===== src/rtl/tgadec_pkg.sv =====
`default_nettype none
// ----------------------------------------------------------------------------
// tgadec_pkg
// shared types and constants of the tga pixel data decoder
// ----------------------------------------------------------------------------
package tgadec_pkg;

    // configuration port
    localparam int CFG_IDX_W  = 3;
    localparam int CFG_DATA_W = 13;

    typedef enum logic [CFG_IDX_W-1:0] {
        REG_IMAGE_WIDTH      = 3'd0,
        REG_IMAGE_HEIGHT     = 3'd1,
        REG_ALPHA_PRESENT    = 3'd2,
        REG_RUN_LENGTH_CODED = 3'd3,
        REG_BOTTOM_UP        = 3'd4
    } t_cfg_reg;

    localparam int RST_IMAGE_WIDTH  = 64;
    localparam int RST_IMAGE_HEIGHT = 64;

    // stream payload
    localparam int BYTE_W      = 8;
    localparam int IN_TDATA_W  = 8;
    localparam int OUT_TDATA_W = 64;
    localparam int ROW_OUT_W   = 12;
    localparam int COL_OUT_W   = 12;
    localparam int LEN_W       = 8;

    // packet byte layout
    localparam int                PKT_RUN_BIT    = 7;
    localparam logic [6:0]        PKT_COUNT_MASK = 7'h7f;
    localparam logic [BYTE_W-1:0] OPAQUE         = 8'hff;

    // byte position that completes a pixel
    localparam logic [1:0] LAST_BYTE_ALPHA = 2'd3;
    localparam logic [1:0] LAST_BYTE_RGB   = 2'd2;

    typedef enum logic {
        ST_IDLE,
        ST_EMIT
    } t_state;

    typedef struct packed {
        logic take_pkt;
        logic take_pix;
        logic final_pix;
        logic do_wrap;
        logic do_finish;
        logic do_span;
    } t_cmd;

    typedef struct packed {
        logic finished;
        logic expect_pkt;
        logic byte_final;
        logic count_zero;
        logic rows_full;
        logic col_over;
        logic out_free;
        logic span_last;
    } t_status;

endpackage
`default_nettype wire


===== src/rtl/tgadec_cfg.sv =====
`default_nettype none
// ----------------------------------------------------------------------------
// tgadec_cfg
// configuration registers, width and height stored already saturated
// ----------------------------------------------------------------------------
module tgadec_cfg #(
    parameter int MAX_WIDTH  = 4096,
    parameter int MAX_HEIGHT = 4096,
    parameter int CW = $clog2(MAX_WIDTH + 1),
    parameter int RW = $clog2(MAX_HEIGHT + 1)
) (
    input  wire                                 i_clk,
    input  wire                                 i_rst_n,
    input  wire                                 i_cfg_we,
    input  wire  [tgadec_pkg::CFG_IDX_W-1:0]    i_cfg_index,
    input  wire  [tgadec_pkg::CFG_DATA_W-1:0]   i_cfg_data,
    output logic [CW-1:0]                       o_width,
    output logic [RW-1:0]                       o_height,
    output logic [RW-1:0]                       o_height_m1,
    output logic                                o_alpha,
    output logic                                o_rle,
    output logic                                o_bottom_up
);
    import tgadec_pkg::*;

    localparam int RST_W = (RST_IMAGE_WIDTH > MAX_WIDTH) ? MAX_WIDTH : RST_IMAGE_WIDTH;
    localparam int RST_H = (RST_IMAGE_HEIGHT > MAX_HEIGHT) ? MAX_HEIGHT : RST_IMAGE_HEIGHT;

    logic [31:0]   cfg_ext;
    logic [CW-1:0] n_width;
    logic [RW-1:0] n_height;

    logic [CW-1:0] r_width;
    logic [RW-1:0] r_height;
    logic [RW-1:0] r_height_m1;
    logic          r_alpha;
    logic          r_rle;
    logic          r_bottom_up;

    assign cfg_ext = 32'(i_cfg_data);

    // saturate to 3..MAX_WIDTH and 1..MAX_HEIGHT
    always_comb begin
        if (cfg_ext < 32'd3) begin
            n_width = CW'(3);
        end else if (cfg_ext > 32'(MAX_WIDTH)) begin
            n_width = CW'(MAX_WIDTH);
        end else begin
            n_width = CW'(cfg_ext);
        end
        if (cfg_ext < 32'd1) begin
            n_height = RW'(1);
        end else if (cfg_ext > 32'(MAX_HEIGHT)) begin
            n_height = RW'(MAX_HEIGHT);
        end else begin
            n_height = RW'(cfg_ext);
        end
    end

    always_ff @(posedge i_clk) begin
        if (!i_rst_n) begin
            r_width     <= CW'(RST_W);
            r_height    <= RW'(RST_H);
            r_height_m1 <= RW'(RST_H - 1);
            r_alpha     <= 1'b0;
            r_rle       <= 1'b1;
            r_bottom_up <= 1'b1;
        end else if (i_cfg_we) begin
            unique case (t_cfg_reg'(i_cfg_index))
                REG_IMAGE_WIDTH: begin
                    r_width <= n_width;
                end
                REG_IMAGE_HEIGHT: begin
                    r_height    <= n_height;
                    r_height_m1 <= n_height - RW'(1);
                end
                REG_ALPHA_PRESENT: begin
                    r_alpha <= i_cfg_data[0];
                end
                REG_RUN_LENGTH_CODED: begin
                    r_rle <= i_cfg_data[0];
                end
                REG_BOTTOM_UP: begin
                    r_bottom_up <= i_cfg_data[0];
                end
                default: begin
                end
            endcase
        end
    end

    assign o_width     = r_width;
    assign o_height    = r_height;
    assign o_height_m1 = r_height_m1;
    assign o_alpha     = r_alpha;
    assign o_rle       = r_rle;
    assign o_bottom_up = r_bottom_up;

    a_width_range: assert property (@(posedge i_clk) disable iff (!i_rst_n)
        (32'(r_width) >= 32'd3) && (32'(r_width) <= 32'(MAX_WIDTH)))
        else $error("effective width out of range");
    a_height_range: assert property (@(posedge i_clk) disable iff (!i_rst_n)
        (r_height != '0) && (32'(r_height) <= 32'(MAX_HEIGHT)))
        else $error("effective height out of range");
    a_height_m1: assert property (@(posedge i_clk) disable iff (!i_rst_n)
        r_height_m1 == r_height - RW'(1))
        else $error("height minus one out of step with height");

endmodule
`default_nettype wire


===== src/rtl/tgadec_ctrl.sv =====
`default_nettype none
// ----------------------------------------------------------------------------
// tgadec_ctrl
// sequencer: takes bytes while idle, walks the spans of a finished pixel
// ----------------------------------------------------------------------------
module tgadec_ctrl (
    input  wire                    i_clk,
    input  wire                    i_rst_n,
    input  wire                    i_valid,
    output logic                   o_ready,
    input  tgadec_pkg::t_status    i_status,
    output tgadec_pkg::t_cmd       o_cmd
);
    import tgadec_pkg::*;

    t_state r_state;
    t_state n_state;

    always_ff @(posedge i_clk) begin
        if (!i_rst_n) begin
            r_state <= ST_IDLE;
        end else begin
            r_state <= n_state;
        end
    end

    always_comb begin
        n_state = r_state;
        o_cmd   = '0;
        o_ready = 1'b0;
        unique case (r_state)
            ST_IDLE: begin
                o_ready = 1'b1;
                if (i_valid && !i_status.finished) begin
                    if (i_status.expect_pkt) begin
                        o_cmd.take_pkt = 1'b1;
                    end else if (!i_status.byte_final) begin
                        o_cmd.take_pix = 1'b1;
                    end else begin
                        o_cmd.final_pix = 1'b1;
                        n_state         = ST_EMIT;
                    end
                end
            end
            ST_EMIT: begin
                if (i_status.count_zero || i_status.finished) begin
                    n_state = ST_IDLE;
                end else if (i_status.rows_full) begin
                    o_cmd.do_finish = 1'b1;
                    n_state         = ST_IDLE;
                end else if (i_status.col_over) begin
                    o_cmd.do_wrap = 1'b1;
                end else if (i_status.out_free) begin
                    o_cmd.do_span = 1'b1;
                    if (i_status.span_last) begin
                        n_state = ST_IDLE;
                    end
                end
            end
            default: begin
                n_state = ST_IDLE;
            end
        endcase
    end

    a_one_cmd: assert property (@(posedge i_clk) disable iff (!i_rst_n)
        $onehot0(o_cmd))
        else $error("more than one datapath command");
    a_byte_cmd_idle: assert property (@(posedge i_clk) disable iff (!i_rst_n)
        (o_cmd.take_pkt || o_cmd.take_pix || o_cmd.final_pix)
        |-> (r_state == ST_IDLE) && i_valid)
        else $error("byte consumed outside idle");
    a_final_to_emit: assert property (@(posedge i_clk) disable iff (!i_rst_n)
        o_cmd.final_pix |=> (r_state == ST_EMIT) && !o_ready)
        else $error("pixel completion did not start span emission");

endmodule
`default_nettype wire


===== src/rtl/tgadec_dp.sv =====
`default_nettype none
// ----------------------------------------------------------------------------
// tgadec_dp
// pixel assembly, packet state, position counters and span output register
// ----------------------------------------------------------------------------
module tgadec_dp #(
    parameter int MAX_WIDTH  = 4096,
    parameter int MAX_HEIGHT = 4096,
    parameter int CW = $clog2(MAX_WIDTH + 1),
    parameter int RW = $clog2(MAX_HEIGHT + 1)
) (
    input  wire                                  i_clk,
    input  wire                                  i_rst_n,
    input  tgadec_pkg::t_cmd                     i_cmd,
    output tgadec_pkg::t_status                  o_status,
    input  wire  [tgadec_pkg::BYTE_W-1:0]        i_byte,
    input  wire  [CW-1:0]                        i_width,
    input  wire  [RW-1:0]                        i_height,
    input  wire  [RW-1:0]                        i_height_m1,
    input  wire                                  i_alpha,
    input  wire                                  i_rle,
    input  wire                                  i_bottom_up,
    output logic                                 o_out_valid,
    input  wire                                  i_out_ready,
    output logic [tgadec_pkg::OUT_TDATA_W-1:0]   o_out_data,
    output logic                                 o_out_last
);
    import tgadec_pkg::*;

    localparam int SW = ((CW > LEN_W) ? CW : LEN_W) + 1;

    // control state
    logic          r_expect;
    logic          r_is_run;
    logic [7:0]    r_pix_left;
    logic [1:0]    r_bip;
    logic [LEN_W-1:0] r_count;
    logic [CW-1:0] r_col;
    logic [RW-1:0] r_rows;
    logic          r_finished;
    logic          r_out_valid;

    // payload
    logic [23:0]       r_hold;
    logic [BYTE_W-1:0] r_alpha_byte;
    logic [OUT_TDATA_W-1:0] r_out_data;
    logic              r_out_last;

    logic [1:0]    last_pos;
    logic [SW-1:0] rem;
    logic [SW-1:0] cnt;
    logic [SW-1:0] take;
    logic          row_fits;
    logic          row_last;
    logic [RW-1:0] out_row;
    logic [31:0]   row_ext;
    logic [31:0]   col_ext;
    logic [OUT_TDATA_W-1:0] n_out_data;
    logic          n_out_last;

    assign last_pos = i_alpha ? LAST_BYTE_ALPHA : LAST_BYTE_RGB;

    // span length is the smaller of what is left in the row and in the run
    assign rem      = SW'(i_width) - SW'(r_col);
    assign cnt      = SW'(r_count);
    assign row_fits = (rem <= cnt);
    assign take     = row_fits ? rem : cnt;
    assign row_last = (r_rows == i_height_m1);

    assign out_row  = i_bottom_up ? (i_height_m1 - r_rows) : r_rows;
    assign row_ext  = 32'(out_row);
    assign col_ext  = 32'(r_col);

    assign n_out_data = {r_alpha_byte, r_hold[23:16], r_hold[15:8], r_hold[7:0],
                         take[LEN_W-1:0], col_ext[COL_OUT_W-1:0], row_ext[ROW_OUT_W-1:0]};
    assign n_out_last = row_fits && row_last;

    always_comb begin
        o_status            = '0;
        o_status.finished   = r_finished;
        o_status.expect_pkt = i_rle && r_expect;
        o_status.byte_final = (r_bip >= last_pos);
        o_status.count_zero = (r_count == '0);
        o_status.rows_full  = (r_rows >= i_height);
        o_status.col_over   = (r_col >= i_width);
        o_status.out_free   = !r_out_valid || i_out_ready;
        o_status.span_last  = (cnt <= rem) || (row_fits && row_last);
    end

    always_ff @(posedge i_clk) begin
        if (!i_rst_n) begin
            r_expect   <= 1'b1;
            r_is_run   <= 1'b0;
            r_pix_left <= '0;
            r_bip      <= '0;
            r_count    <= '0;
            r_col      <= '0;
            r_rows     <= '0;
            r_finished <= 1'b0;
        end else begin
            if (i_cmd.take_pkt) begin
                r_is_run   <= i_byte[PKT_RUN_BIT];
                r_pix_left <= {1'b0, i_byte[6:0] & PKT_COUNT_MASK} + 8'd1;
                r_expect   <= 1'b0;
                r_bip      <= '0;
            end
            if (i_cmd.take_pix) begin
                r_bip <= r_bip + 2'd1;
            end
            if (i_cmd.final_pix) begin
                r_bip <= '0;
                if (!i_rle) begin
                    r_count <= LEN_W'(1);
                end else if (r_is_run) begin
                    r_count    <= r_pix_left;
                    r_pix_left <= '0;
                    r_expect   <= 1'b1;
                end else if (r_pix_left != '0) begin
                    r_count    <= LEN_W'(1);
                    r_pix_left <= r_pix_left - 8'd1;
                    if (r_pix_left == 8'd1) begin
                        r_expect <= 1'b1;
                    end
                end else begin
                    // raw packet already used up: pixel dropped
                    r_count  <= '0;
                    r_expect <= 1'b1;
                end
            end
            if (i_cmd.do_wrap) begin
                r_col  <= '0;
                r_rows <= r_rows + RW'(1);
            end
            if (i_cmd.do_finish) begin
                r_finished <= 1'b1;
            end
            if (i_cmd.do_span) begin
                r_count <= r_count - take[LEN_W-1:0];
                if (row_fits) begin
                    r_col  <= '0;
                    r_rows <= r_rows + RW'(1);
                    if (row_last) begin
                        r_finished <= 1'b1;
                    end
                end else begin
                    r_col <= r_col + take[CW-1:0];
                end
            end
        end
    end

    // pixel bytes land in blue, green, red order; alpha is kept apart
    always_ff @(posedge i_clk) begin
        if (i_cmd.take_pix || i_cmd.final_pix) begin
            case (r_bip)
                2'd0:    r_hold[7:0]   <= i_byte;
                2'd1:    r_hold[15:8]  <= i_byte;
                2'd2:    r_hold[23:16] <= i_byte;
                default: begin
                end
            endcase
        end
        if (i_cmd.final_pix) begin
            r_alpha_byte <= i_alpha ? i_byte : OPAQUE;
        end
    end

    always_ff @(posedge i_clk) begin
        if (!i_rst_n) begin
            r_out_valid <= 1'b0;
        end else if (i_cmd.do_span) begin
            r_out_valid <= 1'b1;
        end else if (i_out_ready) begin
            r_out_valid <= 1'b0;
        end
    end

    always_ff @(posedge i_clk) begin
        if (i_cmd.do_span) begin
            r_out_data <= n_out_data;
            r_out_last <= n_out_last;
        end
    end

    assign o_out_valid = r_out_valid;
    assign o_out_data  = r_out_data;
    assign o_out_last  = r_out_last;

    a_finished_sticky: assert property (@(posedge i_clk) disable iff (!i_rst_n)
        r_finished |=> r_finished)
        else $error("finished flag cleared without reset");
    a_span_in_row: assert property (@(posedge i_clk) disable iff (!i_rst_n)
        i_cmd.do_span |-> (r_col < i_width) && (r_count != '0) && (r_rows < i_height))
        else $error("span issued outside the image or with empty run");
    a_last_span: assert property (@(posedge i_clk) disable iff (!i_rst_n)
        (i_cmd.do_span && n_out_last) |=> r_finished && r_out_valid && o_out_last)
        else $error("closing span did not finish the image");
    a_pixel_restart: assert property (@(posedge i_clk) disable iff (!i_rst_n)
        i_cmd.final_pix |=> (r_bip == '0))
        else $error("byte position not cleared after pixel");

endmodule
`default_nettype wire


===== src/rtl/tga_rle_pixel_decoder.sv =====
`default_nettype none
// ----------------------------------------------------------------------------
// tga_rle_pixel_decoder
// tga pixel data decoder for 24 and 32 bpp images, raw or run-length coded
// ----------------------------------------------------------------------------
// usage
//   s_axis carries the pixel data bytes that follow the header, one byte
//   per request. the header is loaded beforehand through the write port
//   (index 0 width, 1 height, 2 alpha present, 3 run-length coded,
//   4 bottom up); write it only while the decoder is idle.
//   m_axis carries one span per request: memory row, start column, length
//   and colour, with tlast marking the span that fills the last pixel.
// timing
//   packet bytes and pixel bytes other than the last of a pixel are taken
//   while the sequencer is idle. the last byte of a pixel starts the span
//   sequencer, which issues one span per cycle while the output register
//   is free (one span per row touched), or goes back to idle with no span
//   when the pixel gives none; s_axis_tready is low meanwhile. a span
//   shows on m_axis the cycle after it is issued.
// reset
//   header registers return to 64 x 64, no alpha, run-length coded,
//   bottom up; the decoder waits for a packet byte at the first image row.
// stalls
//   a held-up span sits in the output register; further bytes are still
//   taken, and the sequencer waits only when it has a new span to place.
//   after the image is full every byte is taken and dropped.
// ----------------------------------------------------------------------------
module tga_rle_pixel_decoder #(
    parameter int MAX_WIDTH  = 4096,
    parameter int MAX_HEIGHT = 4096
) (
    input  wire                                  i_clk,
    input  wire                                  i_rst_n,
    // configuration writes
    input  wire                                  i_cfg_we,
    input  wire  [tgadec_pkg::CFG_IDX_W-1:0]     i_cfg_index,
    input  wire  [tgadec_pkg::CFG_DATA_W-1:0]    i_cfg_data,
    // byte stream in
    input  wire                                  s_axis_tvalid,
    output logic                                 s_axis_tready,
    input  wire  [tgadec_pkg::IN_TDATA_W-1:0]    s_axis_tdata,   // [7:0] data_byte
    // span stream out
    output logic                                 m_axis_tvalid,
    input  wire                                  m_axis_tready,
    // [11:0] row, [23:12] col_start, [31:24] span_length, [39:32] blue,
    // [47:40] green, [55:48] red, [63:56] alpha
    output logic [tgadec_pkg::OUT_TDATA_W-1:0]   m_axis_tdata,
    output logic                                 m_axis_tlast    // image_done
);
    import tgadec_pkg::*;

    localparam int CW = $clog2(MAX_WIDTH + 1);
    localparam int RW = $clog2(MAX_HEIGHT + 1);

    // effective header values
    logic [CW-1:0] width;
    logic [RW-1:0] height;
    logic [RW-1:0] height_m1;
    logic          alpha_present;
    logic          rle;
    logic          bottom_up;

    // controller to datapath
    t_cmd    cmd;
    t_status status;

    // header registers, saturated on write
    tgadec_cfg #(
        .MAX_WIDTH  (MAX_WIDTH),
        .MAX_HEIGHT (MAX_HEIGHT),
        .CW         (CW),
        .RW         (RW)
    ) u_cfg (
        .i_clk       (i_clk),
        .i_rst_n     (i_rst_n),
        .i_cfg_we    (i_cfg_we),
        .i_cfg_index (i_cfg_index),
        .i_cfg_data  (i_cfg_data),
        .o_width     (width),
        .o_height    (height),
        .o_height_m1 (height_m1),
        .o_alpha     (alpha_present),
        .o_rle       (rle),
        .o_bottom_up (bottom_up)
    );

    // byte intake and span sequencing
    tgadec_ctrl u_ctrl (
        .i_clk    (i_clk),
        .i_rst_n  (i_rst_n),
        .i_valid  (s_axis_tvalid),
        .o_ready  (s_axis_tready),
        .i_status (status),
        .o_cmd    (cmd)
    );

    // packet and pixel state, row and column counters, output register
    tgadec_dp #(
        .MAX_WIDTH  (MAX_WIDTH),
        .MAX_HEIGHT (MAX_HEIGHT),
        .CW         (CW),
        .RW         (RW)
    ) u_dp (
        .i_clk       (i_clk),
        .i_rst_n     (i_rst_n),
        .i_cmd       (cmd),
        .o_status    (status),
        .i_byte      (s_axis_tdata[BYTE_W-1:0]),
        .i_width     (width),
        .i_height    (height),
        .i_height_m1 (height_m1),
        .i_alpha     (alpha_present),
        .i_rle       (rle),
        .i_bottom_up (bottom_up),
        .o_out_valid (m_axis_tvalid),
        .i_out_ready (m_axis_tready),
        .o_out_data  (m_axis_tdata),
        .o_out_last  (m_axis_tlast)
    );

endmodule
`default_nettype wire

===== config.mk =====
export PLATFORM = sky130hd
export DESIGN_NAME = tga_rle_pixel_decoder
export DESIGN_NICKNAME = d
export VERILOG_FILES = /design/src/rtl/tgadec_pkg.sv /design/src/rtl/tgadec_cfg.sv /design/src/rtl/tgadec_ctrl.sv /design/src/rtl/tgadec_dp.sv /design/src/rtl/tga_rle_pixel_decoder.sv
export SDC_FILE = /design/constraint.sdc
export NUM_CORES = 1
export LEC_CHECK = 0
export BUFFER_PORTS_ARGS = -buffer_cell sky130_fd_sc_hd__buf_4
export CELL_PAD_IN_SITES_DETAIL_PLACEMENT = 0
export CELL_PAD_IN_SITES_GLOBAL_PLACEMENT = 1
export CORE_MARGIN = 5
export CORE_UTILIZATION = 30
export CTS_BUF_LIST = sky130_fd_sc_hd__clkbuf_8
export DETAILED_ROUTE_END_ITERATION = 10
export GPL_TIMING_DRIVEN = 0
export PLACE_DENSITY_LB_ADDON = 0.08
export SLEW_MARGIN = 15
export SYNTH_ARGS = -nofsm -noshare
export SYNTH_HDL_FRONTEND = slang
export SYNTH_SLANG_ARGS = --single-unit

===== constraint.sdc =====
create_clock -name i_clk -period 5 [get_ports i_clk]
set_clock_uncertainty 0.1 [all_clocks]
set_input_delay 0.75 -clock i_clk [delete_from_list [all_inputs] [get_ports i_clk]]
set_output_delay 0.75 -clock i_clk [all_outputs]
set_load 0.03 [all_outputs]

==> summary.md, run 1 <==
| Metric | Value |
|---|---|
| Worst vdd ir | `175 uV` |
| Achievable frequency | `0.202 GHz` |
| Post-synthesis cell area | `10000 um2` |
| Req. time, crit path | `5.22 ns` |
| GPL Wtd Cong | `0.804` |
| Synth top area cells | `edfxtp_1 (29%), dfxtp_1 (18%), ha_1 (9.2%)` |
| Total clock buffers created by CTS | `17` |
| FF+latch count, synth | `188` |
| FF-to-FF End | `u_dp.r_col[12]$_SDFFE_PN0P_` |
| # DRC | `0` |
| Arrival time worst endpoint | `5.18 ns` |
| Site row count | `67` |
| Max_cap viols | `0` |
| Outcome | `finished clean` |
| Placed cell areas | `11400 um2` |
| Post-synth EDFFs | `97` |
| Top fanout value on the critical path | `5` |
| Chip width | `193 um` |
| I/O pin count | `96` |
| Detailed Route Iter0 Violations | `377` |
| Sink Count | `188` |
| Slew Viols, Final | `0` |
| Power per Cell Area | `250 nW/um2` |
| Clock-pin slew on the worst setup and hold paths | `0.14 ns` |
| Synth warn | `0` |
| Total number of vias | `7890` |
| Die area | `37100 um2` |
| Post-synthesis cell type count | `74` |
| First-pass GRT wire length | `45500 um` |
| Commonest register cell after synthesis | `edfxtp_1` |
| Pin count of the biggest net entering global routing | `46` |
| Critical Path Source Type | `flip-flop` |
| PortBufs | `93` |
| Post-route ant nets | `0` |
| RSZ-0062 raised after global routing | `yes` |
| CTS tree | `done` |
| Pre-antenna DRT Iters | `5` |
| Post-synthesis compound-gate area fraction | `16.7%` |
| Max-slew headroom | `21.5%` |
| Worst r2r src | `u_dp.r_col[1]$_SDFFE_PN0P_` |
| Final setup viols | `0` |
| Post-Synth XOR/XNOR Area | `3.85%` |
| Post-Synth Simple-Gate Area | `15.9%` |
| P&R area growth vs syn | `25.3%` |
| Critical path class | `reg -> reg` |
| Hold Buf Count CTS | `0` |
| Post-synthesis sequential area ratio | `47.3%` |
| Adder-cell share of the synthesized area | `10.0%` |
| ANT cells | `0` |
| Multiplexer share of the synthesized area | `1.71%` |
| Largest family of logic cells by synthesized area | `compound AO/OA/AOI/OAI gates` |
| Core area | `33300 um2` |
| Hold Crit Class | `reg -> reg` |
| R2R Setup Slk | `0.04 ns` |
| Initial core utilization | `30.1%` |
| Share of cells above drive strength 1 | `21.5%` |
| Commonest cells post-synth | `edfxtp_1 (97), nor2_1 (95), dfxtp_1 (91)` |
| DP HPWL | `21800 um` |
| Final wirelength | `29400 um` |
| Final worst path period share | `99.2%` |
| Asr flop ratio synth | `0%` |
| Count leader, synth | `edfxtp_1` |
| Synth area leader | `edfxtp_1` |
| Vias in the first global route | `7784` |
| WL per Instance | `18.0 um` |
| Slew of the pin with the lowest slew margin | `1.17 ns` |
| Cells after Synth | `1025` |
| Reg2reg path depth | `27` |
| Root buffer cell | `clkbuf_8` |
| Post-layout min period | `4.96 ns` |
| Vias/cell | `4.82` |
| Die Height | `193 um` |
| Initial antenna violation count | `0` |
| Util after Layout | `37.7%` |
| Lkg Pwr | `4.82 nW` |
| CP endpoint kind | `flip-flop` |
| Worst setup path startpoint | `u_dp.r_col[1]$_SDFFE_PN0P_` |
| Grt total ovfl | `0` |
| Finished Cell Area | `12600 um2` |
| Clock latency on the worst-skew pair | `0.49 ns` |
| Dpl cells | `1570` |
| Final Hold Vio Count | `0` |
| Yosys top cell area share | `29.1%` |
| Mapped Avg Cell Area | `9.77 um2` |
| Layout Cells excl Fill | `1636` |
| Crit path to | `u_dp.r_col[12]$_SDFFE_PN0P_` |
| Nets | `1282` |
| Overall routing resource usage | `16.0%` |
| Number of H-tree levels | `4` |
| Max Buffers Root-to-Sink | `2` |
state kept, by name, indices dropped and copies added, names as in the netlist, 8 cells and up:
name / flops
u_dp.r_alpha_byte: 8
u_dp.r_hold: 24
u_dp.r_rows: 13
u_dp.r_col: 13
u_dp.r_count: 8
u_dp.r_pix_left: 8
u_cfg.o_width: 13
u_cfg.o_height: 13
u_cfg.o_height_m1: 13
u_dp.o_out_data: 64
how the worst min path moves through the flow:
stage | startpoint | endpoint | slack, ns | depth (start not counted)
after global placement | u_dp.r_hold[9]$_DFFE_PP_ | u_dp.o_out_data[41]$_DFFE_PP_ | 0.30 | 0
after floorplan | u_dp.r_hold[0]$_DFFE_PP_ | u_dp.o_out_data[32]$_DFFE_PP_ | 0.30 | 0
after CTS | u_dp.r_hold[9]$_DFFE_PP_ | u_dp.o_out_data[41]$_DFFE_PP_ | 0.33 | 0
after global routing | u_dp.r_hold[9]$_DFFE_PP_ | u_dp.o_out_data[41]$_DFFE_PP_ | 0.32 | 0
final | u_dp.r_hold[9]$_DFFE_PP_ | u_dp.o_out_data[41]$_DFFE_PP_ | 0.32 | 0
after detailed placement | u_dp.r_hold[5]$_DFFE_PP_ | u_dp.o_out_data[37]$_DFFE_PP_ | 0.30 | 0
final cells by class:
| type | instances | area (um2) |
|---|---|---|
| Buffer | 38 | 178 |
| Sequential cell | 188 | 4760 |
| Clock inverter | 15 | 219 |
| Timing Repair Buffer | 131 | 1030 |
| Inverter | 76 | 285 |
| Fill cell | 3396 | 20700 |
| Multi-Input combinational cell | 723 | 5290 |
| Clock buffer | 17 | 234 |
| Tap cell | 448 | 561 |
per-stage QoR:
step / hold slack (ns) / setup WS (ns) / power, mW / setup TNS, ns
floorplan: 0.300 / 0.0190 / 1.88 / 0
global placement: 0.301 / -0.932 / 1.98 / -7.93
detailed placement: 0.305 / -0.921 / 1.98 / -7.08
CTS: 0.328 / -0.132 / 3.18 / -0.306
global route: 0.324 / -0.250 / 3.30 / -0.748
finish: 0.322 / 0.0393 / 3.14 / 0
cell families after synthesis:
group | count (synthesis)
AO/OA/AOI/OAI | 254
XOR/XNOR | 44
adder cells (fa/ha/maj) | 78
buffers and inverters | 117
flip-flops | 188
multiplexers | 17
other | 1
AND/OR/NAND/NOR | 326
cell usage in the layout, fill, tap and decap left out, types with 12 or more instances in the layout:
cell,synthesis,layout
a21o_1,16,16
ha_1,74,60
edfxtp_1,97,97
a22oi_1,17,17
o21ai_0,41,34
clkbuf_1,36,33
xor2_1,14,14
o21a_1,16,16
dfxtp_1,91,84
a21oi_1,80,69
ha_4,0,13
nor3_1,17,17
inv_1,74,67
nand4_1,12,12
clkbuf_8,0,17
buf_4,0,127
nand2_1,79,76
xnor2_1,30,26
mux2i_1,16,12
nor2_1,95,91
nand3_1,37,37
nand2b_1,18,18
routing by layer:
metal / vias up / share of wire, % / track usage (%)
met5: - / 0 / 0
met1: 3762 / 48 / 21.4
met3: 22 / 2.6 / 2.79
met4: 0 / 1.1 / 3.29
met2: 94 / 48 / 27.3
li1: 4012 / - / -
worst max-delay path: stages (launching register included):
cell	delay (ns)
dfxtp_4	0.38
inv_2	0.04
ha_4	0.20
nor2b_4	0.12
o31a_1	0.29
o41ai_4	0.28
o21ba_4	0.22
xnor2_4	0.14
inv_2	0.07
ha_4	0.28
o211ai_1	0.10
o21ai_2	0.19
or2_4	0.18
nand2_8	0.07
clkbuf_16	0.17
nand2_4	0.07
o21ai_4	0.06
ha_4	0.17
fa_2	0.38
a21o_1	0.20
a21o_1	0.18
nand2_2	0.09
a21oi_4	0.07
a211oi_2	0.24
o21bai_1	0.11
a21oi_2	0.16
or3b_1	0.12
a31oi_1	0.07
where the power goes:
part	total, mW	switching [mW]	leakage [nW]	internal [mW]
Combinational	0.351	0.199	2.93	0.151
Sequential	1.64	0.0139	1.66	1.63
Clock	1.15	0.729	0.223	0.421
timing repair:
| item | CTS | global route |
|---|---|---|
| cloned | 1 | 0 |
| endpoints found under the hold margin | 0 | 0 |
| pin swaps | 27 | 39 |
| gates resized for setup | 64 | 27 |
| endpoints found under the setup margin | 16 | 12 |
| buffers inserted | 23 | 14 |
(Power assumes the default switching activity.)
==> inputs of run 2 (changes only) <==
--- a/config.mk
+++ b/config.mk
@@ -9,7 +9,7 @@
 export CELL_PAD_IN_SITES_DETAIL_PLACEMENT = 0
 export CELL_PAD_IN_SITES_GLOBAL_PLACEMENT = 1
 export CORE_MARGIN = 5
-export CORE_UTILIZATION = 30
+export CORE_UTILIZATION = 43
 export CTS_BUF_LIST = sky130_fd_sc_hd__clkbuf_8
 export DETAILED_ROUTE_END_ITERATION = 10
 export GPL_TIMING_DRIVEN = 0
==> summary.md, run 2 (synthesis gave the netlist of run 1 again) <==
| Metric | Value |
|---|---|
| Max Buffers Root-to-Sink | `2 (unchanged)` |
| R2R Setup Slk | `0.08 ns (+0.04 ns)` |
| Final setup viols | `0 (unchanged)` |
| Pre-CTS setup slack | `-0.859 ns (+0.0616 ns)` |
| Reg2reg path depth | `26 (-3.7%)` |
| Achievable frequency | `0.203 GHz (+0.75%)` |
| Vias in the first global route | `7623 (-2.1%)` |
| Lkg Pwr | `4.76 nW (-1.2%)` |
| Power per Cell Area | `249 nW/um2 (-0.41%)` |
| P&R area growth vs syn | `22.2%` |
| Grt total ovfl | `0 (unchanged)` |
| Worst Hold Depth | `0 (unchanged)` |
| Share of cells above drive strength 1 | `20.8% (-0.74 points)` |
| Dpl cells | `1435 (-8.6%)` |
| Hold EP | `u_dp.o_out_data[61]$_DFFE_PP_` |
| Hold Crit Start | `u_dp.r_alpha_byte[5]$_SDFFCE_PN1P_` |
| Total clock buffers created by CTS | `17 (unchanged)` |
| Die area | `26400 um2 (-29%)` |
| Commonest non-fill, non-tap cell in the layout | `buf_4` |
| Root buffer cell | `clkbuf_8` |
| Initial antenna violation count | `0 (unchanged)` |
| Critical Path Source Type | `flip-flop` |
| Chip width | `163 um (-16%)` |
| Critical path class | `reg -> reg` |
| Pin count of the biggest net entering global routing | `48 (+4.3%)` |
| Req. time, crit path | `5.24 ns (+0.02 ns)` |
| First-pass GRT wire length | `41600 um (-8.5%)` |
| Worst vdd ir | `161 uV (-8.3%)` |
| Placed cell areas | `11200 um2 (-1.5%)` |
| Layout Cells excl Fill | `1495 (-8.6%)` |
| Final Hold Vio Count | `0 (unchanged)` |
| Clock-pin slew on the worst setup and hold paths | `0.12 ns (-0.02 ns)` |
| # DRC | `0 (unchanged)` |
| Slew of the pin with the lowest slew margin | `0.954 ns (-0.213 ns)` |
| Slew Viols, Final | `0 (unchanged)` |
| Fin Hold WS | `0.322 ns (+0.000844 ns)` |
| Post-layout min period | `4.92 ns (-0.0371 ns)` |
| Detailed Route Iter0 Violations | `434 (+15%)` |
| Nets | `1276 (-0.47%)` |
| CP endpoint kind | `flip-flop` |
| GPL Wtd Cong | `0.857 (+6.5%)` |
| Die Height | `163 um (-16%)` |
| Pre-antenna DRT Iters | `5 (unchanged)` |
| Top fanout value on the critical path | `8 (+3)` |
| Total number of vias | `7824 (-0.84%)` |
| Clock latency on the worst-skew pair | `0.48 ns (about the same)` |
| TNS Setup | `0 ns (unchanged)` |
| DP HPWL | `19100 um (-12%)` |
| Max_cap viols | `0 (unchanged)` |
| Hold Crit Class | `reg -> reg` |
| Initial core utilization | `44.0% (+14 points)` |
| Hold Buf Count CTS | `0 (unchanged)` |
| Outcome | `finished clean` |
| Post-route ant nets | `0 (unchanged)` |
| FF-to-FF End | `u_dp.r_col[12]$_SDFFE_PN0P_` |
| Max-slew headroom | `35.8% (+14 points)` |
| RSZ-0062 raised after global routing | `yes` |
| WL per Instance | `17.5 um (-2.5%)` |
| Util after Layout | `53.8% (+16 points)` |
| Final wirelength | `26200 um (-11%)` |
| Finished Cell Area | `12200 um2 (-2.5%)` |
| Site row count | `55 (-18%)` |
| Max FFs per register | `64 (unchanged)` |
| Post-route setup slack | `0.0764 ns (+0.0371 ns)` |
| Final worst path period share | `98.5% (-0.74 points)` |
| Sink Count | `188 (unchanged)` |
| CTS tree | `done` |
| Total power | `3.05 mW (-2.9%)` |
| PortBufs | `93 (unchanged)` |
| Overall routing resource usage | `19.9% (+3.9 points)` |
| Most frequent cells in the layout | `buf_4 (124), edfxtp_1 (97), nor2_1 (91)` |
| I/O pin count | `96 (unchanged)` |
| Number of H-tree levels | `4 (unchanged)` |
| Worst r2r src | `u_dp.r_col[1]$_SDFFE_PN0P_` |
| ANT cells | `0 (unchanged)` |
| Arrival time worst endpoint | `5.16 ns (-0.02 ns)` |
| Core area | `22800 um2 (-32%)` |
| Vias/cell | `5.23 (+8.5%)` |
## run 2: report_power, final
| part | switching [mW] | leakage (nW) | internal (mW) |
|---|---|---|---|
| Clock | 0.678 | 0.210 | 0.399 |
| Sequential | 0.0138 | 1.67 | 1.63 |
| Combinational | 0.189 | 2.89 | 0.145 |
## run 2: cell type report
class	instances	area, um2
Clock inverter	15	203
Clock buffer	17	234
Inverter	76	285
Tap cell	313	392
Buffer	38	178
Multi-Input combinational cell	723	5240
Timing Repair Buffer	125	955
Fill cell	2074	10500
Sequential cell	188	4760
## run 2: worst max path at each step
stage | from | to | depth (start not counted)
5_1_grt | u_dp.r_col[1]$_SDFFE_PN0P_ | u_dp.r_col[12]$_SDFFE_PN0P_ | 27
4_1_cts | u_dp.r_col[1]$_SDFFE_PN0P_ | u_dp.r_col[12]$_SDFFE_PN0P_ | 27
6_report | u_dp.r_col[1]$_SDFFE_PN0P_ | u_dp.r_col[12]$_SDFFE_PN0P_ | 26
3_3_place_gp | u_dp.r_col[1]$_SDFFE_PN0P_ | u_dp.r_col[12]$_SDFFE_PN0P_ | 28
3_5_place_dp | u_dp.r_col[1]$_SDFFE_PN0P_ | u_dp.r_col[12]$_SDFFE_PN0P_ | 28
2_1_floorplan | u_dp.r_col[1]$_SDFFE_PN0P_ | u_dp.r_col[12]$_SDFFE_PN0P_ | 27
## run 2: what timing repair did
action                                  4_1_cts  5_1_grt
pin swaps                                    31       15
endpoints found under the hold margin         0        0
setup buffers                                22        9
endpoints found under the setup margin       16        8
resized for setup                            56       24
gates cloned                                  0        0
## run 2: critical path, cell delays in order, from the launching register on
cell and delay, ns:
dfxtp_4 0.37, inv_2 0.04, ha_4 0.20, nor2b_4 0.12, o31a_1 0.30, o41ai_4 0.29
o21ba_4 0.22, xnor2_4 0.14, inv_2 0.07, ha_4 0.25, a21oi_2 0.15, o21ai_2 0.09
or2_4 0.27, nand2_4 0.11, clkbuf_16 0.19, o21ai_4 0.07, ha_4 0.17, fa_2 0.39
a21o_1 0.21, a21o_1 0.21, nand2_2 0.10, a21oi_4 0.07, a211oi_2 0.22, o21bai_1 0.11
a21oi_2 0.15, or3b_1 0.12, a31oi_1 0.07
## run 2: routing by layer
layer,track usage [%],wire (um)
met5,0,0
met4,5.87,536
met3,2.53,921
met2,33.1,12300
met1,27.3,12400
